$ cat config.mk
export PLATFORM = sky130hd
export DESIGN_NAME = circular_event_log_cursor
export DESIGN_NICKNAME = d
export VERILOG_FILES = /design/src/design/celc_pkg.sv /design/src/design/celc_ram.sv /design/src/design/celc_ctrl.sv /design/src/design/circular_event_log_cursor.sv
export VERILOG_INCLUDE_DIRS = /design/src /design/src/design
export SDC_FILE = /design/constraint.sdc
export NUM_CORES = 2
export LEC_CHECK = 0
export BUFFER_PORTS_ARGS = -buffer_cell sky130_fd_sc_hd__clkbuf_2
export CORE_ASPECT_RATIO = 0.8
export CORE_UTILIZATION = 57
export CTS_CLUSTER_DIAMETER = 120
export CTS_CLUSTER_SIZE = 28
export DETAILED_ROUTE_END_ITERATION = 12
export PLACE_DENSITY = 0.74
export SYNTH_ARGS = -nofsm -noshare
export SYNTH_HDL_FRONTEND = slang
export SYNTH_SLANG_ARGS = --single-unit
$ cat constraint.sdc
create_clock -name clock -period 23 [get_ports clock]
set_input_delay 4.6 -clock clock [delete_from_list [all_inputs] [get_ports clock]]
set_output_delay 4.6 -clock clock [all_outputs]
set_load 0.01 [all_outputs]
$ cat src/design/circular_event_log_cursor_defines.svh
// ---------------------------------------------------------------------------
// Circular event log cursor: assertion macros
// Shared assertion wrappers, clocked on the block clock.
// ---------------------------------------------------------------------------
`ifndef CIRCULAR_EVENT_LOG_CURSOR_DEFINES_SVH
`define CIRCULAR_EVENT_LOG_CURSOR_DEFINES_SVH

// Checked outside of reset only.
`define CELC_ASSERT(lbl, prop, msg) \
   lbl: assert property (@(posedge clock) disable iff (reset) prop) else $error(msg);

// Checked at every edge, reset included.
`define CELC_ASSERT_ALWAYS(lbl, prop, msg) \
   lbl: assert property (@(posedge clock) prop) else $error(msg);

`endif

$ cat src/design/celc_pkg.sv
// ---------------------------------------------------------------------------
// Circular event log cursor: package
// Command and position codes, register map and payload types.
// ---------------------------------------------------------------------------
package celc_pkg;

   localparam logic [1:0] CMD_APPEND = 2'd0;
   localparam logic [1:0] CMD_CLEAR  = 2'd1;
   localparam logic [1:0] CMD_NEWER  = 2'd2;
   localparam logic [1:0] CMD_OLDER  = 2'd3;

   localparam logic [1:0] POS_OLDEST = 2'd0;
   localparam logic [1:0] POS_NEWEST = 2'd1;
   localparam logic [1:0] POS_MIDDLE = 2'd2;

   localparam int unsigned CSR_ADDR_W = 3;
   localparam int unsigned CSR_DATA_W = 32;
   localparam logic        REG_LIVE_FOLLOW = 1'b0;

   typedef struct packed {
      logic [1:0]  cmd;
      logic [19:0] power_in;
      logic [15:0] voltage_in;
      logic [2:0]  type_in;
      logic [31:0] stamp_in;
   } req_type;

   typedef struct packed {
      logic        cursor_valid;
      logic [31:0] event_id;
      logic [1:0]  position;
      logic [4:0]  fill_count;
      logic [19:0] power_out;
      logic [15:0] voltage_out;
      logic [2:0]  type_out;
      logic [31:0] stamp_out;
      logic        edge_hit;
   } rsp_type;

   // One stored event as it sits in the ring memory.
   typedef struct packed {
      logic [31:0] event_id;
      logic [19:0] power;
      logic [15:0] voltage;
      logic [2:0]  ev_type;
      logic [31:0] stamp;
   } record_type;

   // Cursor status that travels with a request to the result stage.
   typedef struct packed {
      logic       cursor_valid;
      logic [1:0] position;
      logic [4:0] fill_count;
      logic       edge_hit;
   } meta_type;

endpackage

$ cat src/design/celc_ram.sv
// ---------------------------------------------------------------------------
// Circular event log cursor: generic RAM
// One write port and one read port with a registered read.
// ---------------------------------------------------------------------------
module celc_ram #(
   parameter int unsigned WIDTH = 8,
   parameter int unsigned DEPTH = 16
) (
   input  logic                                     clock,
   input  logic                                     wr_en,
   input  logic [(DEPTH > 1 ? $clog2(DEPTH) : 1)-1:0] wr_addr,
   input  logic [WIDTH-1:0]                         wr_data,
   input  logic                                     rd_en,
   input  logic [(DEPTH > 1 ? $clog2(DEPTH) : 1)-1:0] rd_addr,
   output logic [WIDTH-1:0]                         rd_data
);

   logic [WIDTH-1:0] mem_ff [DEPTH];
   logic [WIDTH-1:0] rd_data_ff;

   always_ff @(posedge clock) begin
      if (wr_en) begin
         mem_ff[wr_addr] <= wr_data;
      end
      if (rd_en) begin
         rd_data_ff <= mem_ff[rd_addr];
      end
   end

   assign rd_data = rd_data_ff;

endmodule

$ cat src/design/celc_ctrl.sv
// ---------------------------------------------------------------------------
// Circular event log cursor: ring and cursor control
// Holds the ring pointers and the cursor, and works out one command a cycle while accept is high.
// ---------------------------------------------------------------------------
module celc_ctrl
   import celc_pkg::*;
#(
   parameter int unsigned EVENTS = 16
) (
   input  logic                                       clock,
   input  logic                                       reset,
   input  logic                                       accept,
   input  logic [1:0]                                 cmd,
   input  logic                                       live_follow,
   output logic                                       wr_en,
   output logic [(EVENTS > 1 ? $clog2(EVENTS) : 1)-1:0] wr_slot,
   output logic [(EVENTS > 1 ? $clog2(EVENTS) : 1)-1:0] rd_slot,
   output meta_type                                   meta
);

   localparam int unsigned SW   = (EVENTS > 1) ? $clog2(EVENTS) : 1;
   localparam int unsigned CW   = $clog2(EVENTS + 1);
   localparam int unsigned SUMW = CW + 1;
   localparam logic [SW-1:0]   LAST_SLOT  = SW'(EVENTS - 1);
   localparam logic [CW-1:0]   CNT_EVENTS = CW'(EVENTS);
   localparam logic [SUMW-1:0] SUM_EVENTS = SUMW'(EVENTS);
   localparam bit              SINGLE     = (EVENTS == 1);

   logic [SW-1:0] oldest_ff, oldest_in;
   logic [CW-1:0] total_ff, total_in;
   logic [SW-1:0] cursor_ff, cursor_in;
   logic          cset_ff, cset_in;

   logic          full;
   logic          take;
   logic [SW-1:0] ap_oldest, ap_cursor, ap_slot;
   logic [CW-1:0] ap_total;
   logic          ap_cset;
   logic [SW-1:0] cur_newest, nxt_newest;
   logic          edge_flag;

   function automatic logic [SW-1:0] slot_inc(input logic [SW-1:0] s);
      return (s == LAST_SLOT) ? '0 : SW'(s + 1'b1);
   endfunction

   function automatic logic [SW-1:0] slot_dec(input logic [SW-1:0] s);
      return (s == '0) ? LAST_SLOT : SW'(s - 1'b1);
   endfunction

   // Slot that follows the newest entry: oldest plus count, folded into the ring.
   function automatic logic [SW-1:0] slot_after(input logic [SW-1:0] o,
                                                input logic [CW-1:0] t);
      logic [SUMW-1:0] sum;
      sum = SUMW'(o) + SUMW'(t);
      return (sum >= SUM_EVENTS) ? SW'(sum - SUM_EVENTS) : SW'(sum);
   endfunction

   // Append: evict the oldest entry when full, then place the new one.
   always_comb begin
      full      = (total_ff == CNT_EVENTS);
      ap_oldest = full ? slot_inc(oldest_ff) : oldest_ff;
      ap_total  = full ? CW'(total_ff - 1'b1) : total_ff;
      ap_cursor = cursor_ff;
      ap_cset   = cset_ff;
      if (full && cset_ff && (cursor_ff == oldest_ff)) begin
         if (SINGLE) begin
            ap_cset = 1'b0;
         end else begin
            ap_cursor = slot_inc(oldest_ff);
         end
      end
      ap_slot = slot_after(ap_oldest, ap_total);
      take    = ((ap_total == '0) && !ap_cset) || live_follow;
      if (take) begin
         ap_cursor = ap_slot;
         ap_cset   = 1'b1;
      end
      ap_total = CW'(ap_total + 1'b1);
   end

   assign cur_newest = slot_dec(slot_after(oldest_ff, total_ff));

   always_comb begin
      oldest_in = oldest_ff;
      total_in  = total_ff;
      cursor_in = cursor_ff;
      cset_in   = cset_ff;
      edge_flag = 1'b0;
      unique case (cmd)
         CMD_APPEND: begin
            oldest_in = ap_oldest;
            total_in  = ap_total;
            cursor_in = ap_cursor;
            cset_in   = ap_cset;
         end
         CMD_CLEAR: begin
            oldest_in = '0;
            total_in  = '0;
            cursor_in = '0;
            cset_in   = 1'b0;
         end
         CMD_NEWER: begin
            if (cset_ff && (total_ff != '0) && (cursor_ff != cur_newest)) begin
               cursor_in = slot_inc(cursor_ff);
            end else begin
               edge_flag = 1'b1;
            end
         end
         CMD_OLDER: begin
            if (cset_ff && (total_ff != '0) && (cursor_ff != oldest_ff)) begin
               cursor_in = slot_dec(cursor_ff);
            end else begin
               edge_flag = 1'b1;
            end
         end
         default: begin
            edge_flag = 1'b0;
         end
      endcase
   end

   // Position of the cursor within the ring after the command.
   assign nxt_newest = slot_dec(slot_after(oldest_in, total_in));

   always_comb begin
      meta.cursor_valid = cset_in && (total_in != '0);
      meta.fill_count   = 5'(total_in);
      meta.edge_hit     = edge_flag;
      if (cursor_in == oldest_in) begin
         meta.position = POS_OLDEST;
      end else if (cursor_in == nxt_newest) begin
         meta.position = POS_NEWEST;
      end else begin
         meta.position = POS_MIDDLE;
      end
   end

   assign wr_en   = accept && (cmd == CMD_APPEND);
   assign wr_slot = ap_slot;
   assign rd_slot = cursor_in;

   always_ff @(posedge clock) begin
      if (reset) begin
         oldest_ff <= '0;
         total_ff  <= '0;
         cursor_ff <= '0;
         cset_ff   <= 1'b0;
      end else if (accept) begin
         oldest_ff <= oldest_in;
         total_ff  <= total_in;
         cursor_ff <= cursor_in;
         cset_ff   <= cset_in;
      end
   end

endmodule

$ cat src/design/circular_event_log_cursor.sv
// ---------------------------------------------------------------------------
// Circular event log cursor
// A ring of EVENTS event records with a sequence id stamp per append, oldest
// eviction when full, and a viewing cursor that answers every request.
// ---------------------------------------------------------------------------
//
//   Channel   Direction  Handshake                  Payload
//   req_      in         req_valid / req_ready      req_type (command and event data)
//   rsp_      out        rsp_valid / rsp_ready      rsp_type (cursor record and status)
//   APB       in         psel / penable / pready    live_follow at byte address 0
//
// Each request is registered into the result register, and a new request
// can be accepted in every cycle unless the result is stalled. The rate is one
// request per cycle, set by the single write and read ports of the record memory.
// Reset is synchronous and active high; it empties the log, parks the cursor,
// restarts the id counter at 1 and clears live_follow. The record memory itself
// is not cleared, because the cursor never points at a slot that was not written.
// When the result is stalled, the request channel stalls with it in the same cycle.
//
`include "circular_event_log_cursor_defines.svh"

module circular_event_log_cursor
   import celc_pkg::*;
#(
   parameter int unsigned EVENTS = 16
) (
   input  logic                  clock,
   input  logic                  reset,
   // Request channel.
   input  logic                  req_valid,
   output logic                  req_ready,
   input  req_type               req_data,
   // Result channel.
   output logic                  rsp_valid,
   input  logic                  rsp_ready,
   output rsp_type               rsp_data,
   // Configuration port.
   input  logic                  psel,
   input  logic                  penable,
   input  logic                  pwrite,
   input  logic [CSR_ADDR_W-1:0] paddr,
   input  logic [CSR_DATA_W-1:0] pwdata,
   output logic [CSR_DATA_W-1:0] prdata,
   output logic                  pready
);

   localparam int unsigned SW = (EVENTS > 1) ? $clog2(EVENTS) : 1;

   // The register index is the word address, so the low byte-offset bits are ignored.
   logic          live_follow_ff;
   logic          csr_write;

   logic          accept;
   logic          wr_en;
   logic [SW-1:0] wr_slot;
   logic [SW-1:0] rd_slot;
   meta_type      meta;

   logic [31:0]   next_seq_ff;
   record_type    wr_rec;
   record_type    rd_rec;
   record_type    view_rec;

   // Result stage.
   logic          rsp_valid_ff;
   meta_type      meta_ff;
   logic          byp_hit_ff;
   record_type    byp_rec_ff;

   // ------------------------------------------------------------------
   // Configuration. Users must issue writes only while the log is quiet; not enforced.
   // ------------------------------------------------------------------
   assign pready    = 1'b1;
   assign csr_write = psel && penable && pwrite && pready && (paddr[2] == REG_LIVE_FOLLOW);

   always_ff @(posedge clock) begin
      if (reset) begin
         live_follow_ff <= 1'b0;
      end else if (csr_write) begin
         live_follow_ff <= pwdata[0];
      end
   end

   always_comb begin
      prdata = '0;
      if (paddr[2] == REG_LIVE_FOLLOW) begin
         prdata[0] = live_follow_ff;
      end
   end

   // ------------------------------------------------------------------
   // Handshake. The result register frees up in the same cycle it is taken,
   // so requests flow at full rate as long as the consumer keeps up.
   // ------------------------------------------------------------------
   assign req_ready = !rsp_valid_ff || rsp_ready;
   assign accept    = req_valid && req_ready;

   // ------------------------------------------------------------------
   // Pointer and cursor control: decides the write slot for an append and
   // the slot the cursor rests on after the request.
   // ------------------------------------------------------------------
   celc_ctrl #(
      .EVENTS (EVENTS)
   ) u_ctrl (
      .clock       (clock),
      .reset       (reset),
      .accept      (accept),
      .cmd         (req_data.cmd),
      .live_follow (live_follow_ff),
      .wr_en       (wr_en),
      .wr_slot     (wr_slot),
      .rd_slot     (rd_slot),
      .meta        (meta)
   );

   // The sequence id counter survives a clear and wraps through zero.
   always_ff @(posedge clock) begin
      if (reset) begin
         next_seq_ff <= 32'd1;
      end else if (wr_en) begin
         next_seq_ff <= next_seq_ff + 32'd1;
      end
   end

   always_comb begin
      wr_rec.event_id = next_seq_ff;
      wr_rec.power    = req_data.power_in;
      wr_rec.voltage  = req_data.voltage_in;
      wr_rec.ev_type  = req_data.type_in;
      wr_rec.stamp    = req_data.stamp_in;
   end

   // ------------------------------------------------------------------
   // Record memory. The cursor slot is read in the same cycle the request
   // is accepted; the read data is held while the result is stalled.
   // ------------------------------------------------------------------
   celc_ram #(
      .WIDTH ($bits(record_type)),
      .DEPTH (EVENTS)
   ) u_ram (
      .clock   (clock),
      .wr_en   (wr_en),
      .wr_addr (wr_slot),
      .wr_data (wr_rec),
      .rd_en   (accept),
      .rd_addr (rd_slot),
      .rd_data (rd_rec)
   );

   // When the cursor lands on the slot being written, the new record is
   // forwarded around the memory instead of reading the slot's old contents.
   always_ff @(posedge clock) begin
      if (reset) begin
         rsp_valid_ff <= 1'b0;
      end else if (req_ready) begin
         rsp_valid_ff <= req_valid;
      end
   end

   always_ff @(posedge clock) begin
      if (accept) begin
         meta_ff    <= meta;
         byp_hit_ff <= wr_en && (wr_slot == rd_slot);
         byp_rec_ff <= wr_rec;
      end
   end

   assign view_rec = byp_hit_ff ? byp_rec_ff : rd_rec;

   // An empty log reports zeros in every record field.
   always_comb begin
      rsp_data              = '0;
      rsp_data.cursor_valid = meta_ff.cursor_valid;
      rsp_data.fill_count   = meta_ff.fill_count;
      rsp_data.edge_hit     = meta_ff.edge_hit;
      if (meta_ff.cursor_valid) begin
         rsp_data.event_id    = view_rec.event_id;
         rsp_data.position    = meta_ff.position;
         rsp_data.power_out   = view_rec.power;
         rsp_data.voltage_out = view_rec.voltage;
         rsp_data.type_out    = view_rec.ev_type;
         rsp_data.stamp_out   = view_rec.stamp;
      end
   end

   assign rsp_valid = rsp_valid_ff;

   // ------------------------------------------------------------------
   // Assertions.
   // ------------------------------------------------------------------
   `CELC_ASSERT(a_clear_empties, (accept && (req_data.cmd == CMD_CLEAR)) |=> (rsp_valid && !rsp_data.cursor_valid && (rsp_data.fill_count == 5'd0)), "clear did not empty the log")
   `CELC_ASSERT(a_no_edge_on_write, (accept && ((req_data.cmd == CMD_APPEND) || (req_data.cmd == CMD_CLEAR))) |=> !rsp_data.edge_hit, "edge flagged on append or clear")
   `CELC_ASSERT(a_live_at_newest, (accept && live_follow_ff && (req_data.cmd == CMD_APPEND)) |=> (rsp_data.cursor_valid && (rsp_data.position != POS_MIDDLE)), "live cursor not on newest entry")
   `CELC_ASSERT_ALWAYS(a_ready_when_free, !rsp_valid |-> req_ready, "request stalled with an empty result stage")

endmodule
==> flow_summary.json <==
{
  "num_vias": 47108,
  "critPathCaptureType": "output pin",
  "grt_pass1_wl_um": 289000,
  "grtUsageTotal": 0.275,
  "final_common_cell": "edfxtp_1",
  "stdcell_area_um2": 82600,
  "cts_setup_buffers": 0,
  "cp_slowest_cell": "nor2b_1",
  "netlist.area_leader.share": 0.713,
  "coreArea_um2": 136000,
  "required_ps": 18400,
  "tritoncts": "done",
  "antenna_found_initial": 8,
  "p_per_area_nw_per_um2": 77.1,
  "grt_max_degree": 186,
  "place.port_buffers": 196,
  "worstPathMaxFanout": 6,
  "crit_path_frequent_cell": "clkbuf_2",
  "setup_violations": 0,
  "yosys-top-cells-area": "edfxtp_1 71%, mux2i_1 6.6%, a2111oi_0 4.6%",
  "layout-drive-gt1-share": 0.0834,
  "drt_iter0_drc": 6977,
  "drv_slew": 0,
  "finalCritPeriodShare": 0.435,
  "synthCells": 5114,
  "synth_area_um2": 78500,
  "clock-sinks": 1912,
  "wl_um": 194000,
  "synth-seq-cells": 1912,
  "critPathKind": "in2out",
  "fin_total_pwr_w": 0.00637,
  "worst_ep_arrival_time_ps": 5400,
  "drcViolationCount": 0,
  "async_reset_ff_frac": 0,
  "postCtsResizedCells": 0,
  "ir_worst_vdd_mv": 0.0755,
  "max_stage_delay_ps": 440,
  "cpLargestDelayFamily": "simple AND/OR/NAND/NOR gates",
  "crit_chain": "clkbuf_2, nor2b_1, inv_1, clkbuf_2",
  "slew_headroom": 0.151,
  "cts_buffers": 78,
  "critPathBufInv": 3,
  "startpoint_type": "primary input",
  "grt_overflow": 0,
  "avgSynthCellArea_um2": 15.4,
  "finalHoldViolCount": 0,
  "yosysSeqAreaShare": 0.725,
  "dp_hpwl_um": 94300,
  "row_count": 121,
  "drt_first_pass_iters": 6,
  "yosys.cell_types.count": 79,
  "wl_per_cell_um": 28.2,
  "die-area_um2": 139000,
  "hp-class": "reg2reg",
  "initial_core_util": 0.576,
  "yosys.area.top_type": "edfxtp_1",
  "drtAntennaViolNets": 0,
  "tns_ps": 0,
  "placed_area_um2": 80400,
  "area_delta_synth_final_pct": 5.20,
  "clockBufferDepth": 3,
  "io_pins": 262,
  "min_period_ps": 10000,
  "root_buffer": "clkbuf_16",
  "outcome": "finished clean",
  "tightestPinTransition_ps": 1270,
  "fp.dieH_um": 334,
  "yosysWarnings": 0,
  "final_cell_mix": "1864 x edfxtp_1, 519 x mux2i_1, 435 x nand3_1, 412 x a2111oi_0, 264 x o21ai_0",
  "synth_ff_type": "edfxtp_1",
  "clk_pin_slew_ps": 120,
  "gp_congestion": 0.800,
  "leakage_nw": 28.2,
  "fin_skew_ps": 22.5,
  "finalNetCount": 5147,
  "synth_edf_count": 1864,
  "fmax_ghz": 0.100,
  "cts.htree.levels": 3,
  "grt_setup_unrepaired": "no",
  "drv_cap": 0,
  "die_width_um": 417,
  "first_global_vias": 45717,
  "hold_buffers": 0,
  "clk_latency_ps": 730,
  "viasPerCell": 6.84
}
[where the power goes]
| group | switching [W] | internal, W | leakage, nW | total, W |
|---|---|---|---|---|
| logic | 0.000529 | 0.000253 | 9.80 | 0.000782 |
| registers | 0.0000249 | 0.00389 | 17.3 | 0.00391 |
| clock network | 0.00101 | 0.000664 | 1.07 | 0.00167 |
| total | 0.00156 | 0.00481 | 28.2 | 0.00637 |
[Yosys cell counts (3+ instances only)]
| library cell | n |
|---|---|
| nand2_1 | 43 |
| nand3_1 | 436 |
| mux2i_1 | 520 |
| and4_1 | 6 |
| o21ai_1 | 169 |
| clkbuf_1 | 213 |
| dlymetal6s2s_1 | 4 |
| o21bai_1 | 3 |
| a211oi_1 | 13 |
| edfxtp_1 | 1864 |
| buf_2 | 145 |
| nor2_1 | 83 |
| o21ai_0 | 264 |
| or4_1 | 104 |
| nor2b_1 | 107 |
| nand3_2 | 3 |
| xor2_1 | 20 |
| nand4_1 | 3 |
| and3_1 | 14 |
| a21o_1 | 4 |
| a22oi_1 | 3 |
| buf_1 | 36 |
| buf_6 | 31 |
| nand2b_1 | 3 |
| o22ai_1 | 207 |
| a2111oi_0 | 412 |
| nor3_1 | 9 |
| and2_1 | 6 |
| a32oi_1 | 3 |
| fa_1 | 3 |
| buf_4 | 47 |
| clkbuf_2 | 20 |
| or3_1 | 112 |
| a21oi_1 | 29 |
| xnor2_1 | 35 |
| dfxtp_1 | 48 |
| ha_1 | 19 |
| inv_1 | 22 |
[area by class of cell]
class                           count  area (um^2)
Clock buffer                      104         2140
Clock inverter                      4         53.8
Antenna cell                        4         10.0
Tap cell                         1845         2310
Inverter                           22         82.6
Sequential cell                  1912        56900
Timing Repair Buffer              283         1720
Multi-Input combinational cell   2713        19400
Fill cell                        9938        53800
[flip-flops by register name (all words and copies together), names as in the netlist, 4 cells and up]
signal,flops
byp_rec_ff,103
next_seq_ff,32
rsp_data,7
u_ctrl.cursor_ff,4
u_ctrl.oldest_ff,4
u_ctrl.total_ff,5
u_ram.mem_ff,1648
u_ram.rd_data,103
[worst min-delay path: stages (launching register included)]
cell and delay, ps:
dfxtp_1 370, mux2i_1 140, nor2_1 50
[stage by stage]
| step | cells | setup WS (ps) | util | hold WS (ps) |
|---|---|---|---|---|
| 3_5_place_dp | 6775 | 12530 | 0.590 | 567 |
| 5_1_grt | 6887 | 12940 | 0.606 | 637 |
| 2_1_floorplan | 5144 | 11270 | - | 479 |
| 6_report | 6887 | 13000 | 0.606 | 586 |
| 3_3_place_gp | 6775 | 12590 | 0.590 | 562 |
| 4_1_cts | 6883 | 13020 | 0.606 | 584 |
[cell families (layout without fill, tap and decap cells)]
group	after synthesis	count (layout)	synth area share
compound gates	1132	1132	0.0977
mux	522	522	0.0666
buf+inv	519	413	0.0331
flops	1912	1912	0.725
xor+xnor	58	58	0.00683
fa+ha+maj	22	22	0.00379
other cells	2	36	0.0000956
simple gates	947	947	0.0670
[path summary, 6_finish.rpt]
path	start	endpoint	slack (ps)	cells past startpoint
min reg2reg	live_follow_ff	live_follow_ff	590	2
max reg2reg	u_ctrl.total_ff[0]	u_ram.rd_data[9]	15220	16
max	rsp_ready	req_ready	13000	4
min	live_follow_ff	live_follow_ff	590	2
[routing by layer]
metal / global-route usage / wire length [um] / up-vias / part of all wire
met3: 0.0474 / 19700 / 339 / 0.10
met1: 0.397 / 79100 / 23590 / 0.41
met4: 0.0813 / 5420 / 4 / 0.028
li1: - / - / 20195 / -
met5: 0 / 25 / - / 0.00013
met2: 0.432 / 90200 / 2980 / 0.46
Note: power is estimated with default switching activity, not from simulation.
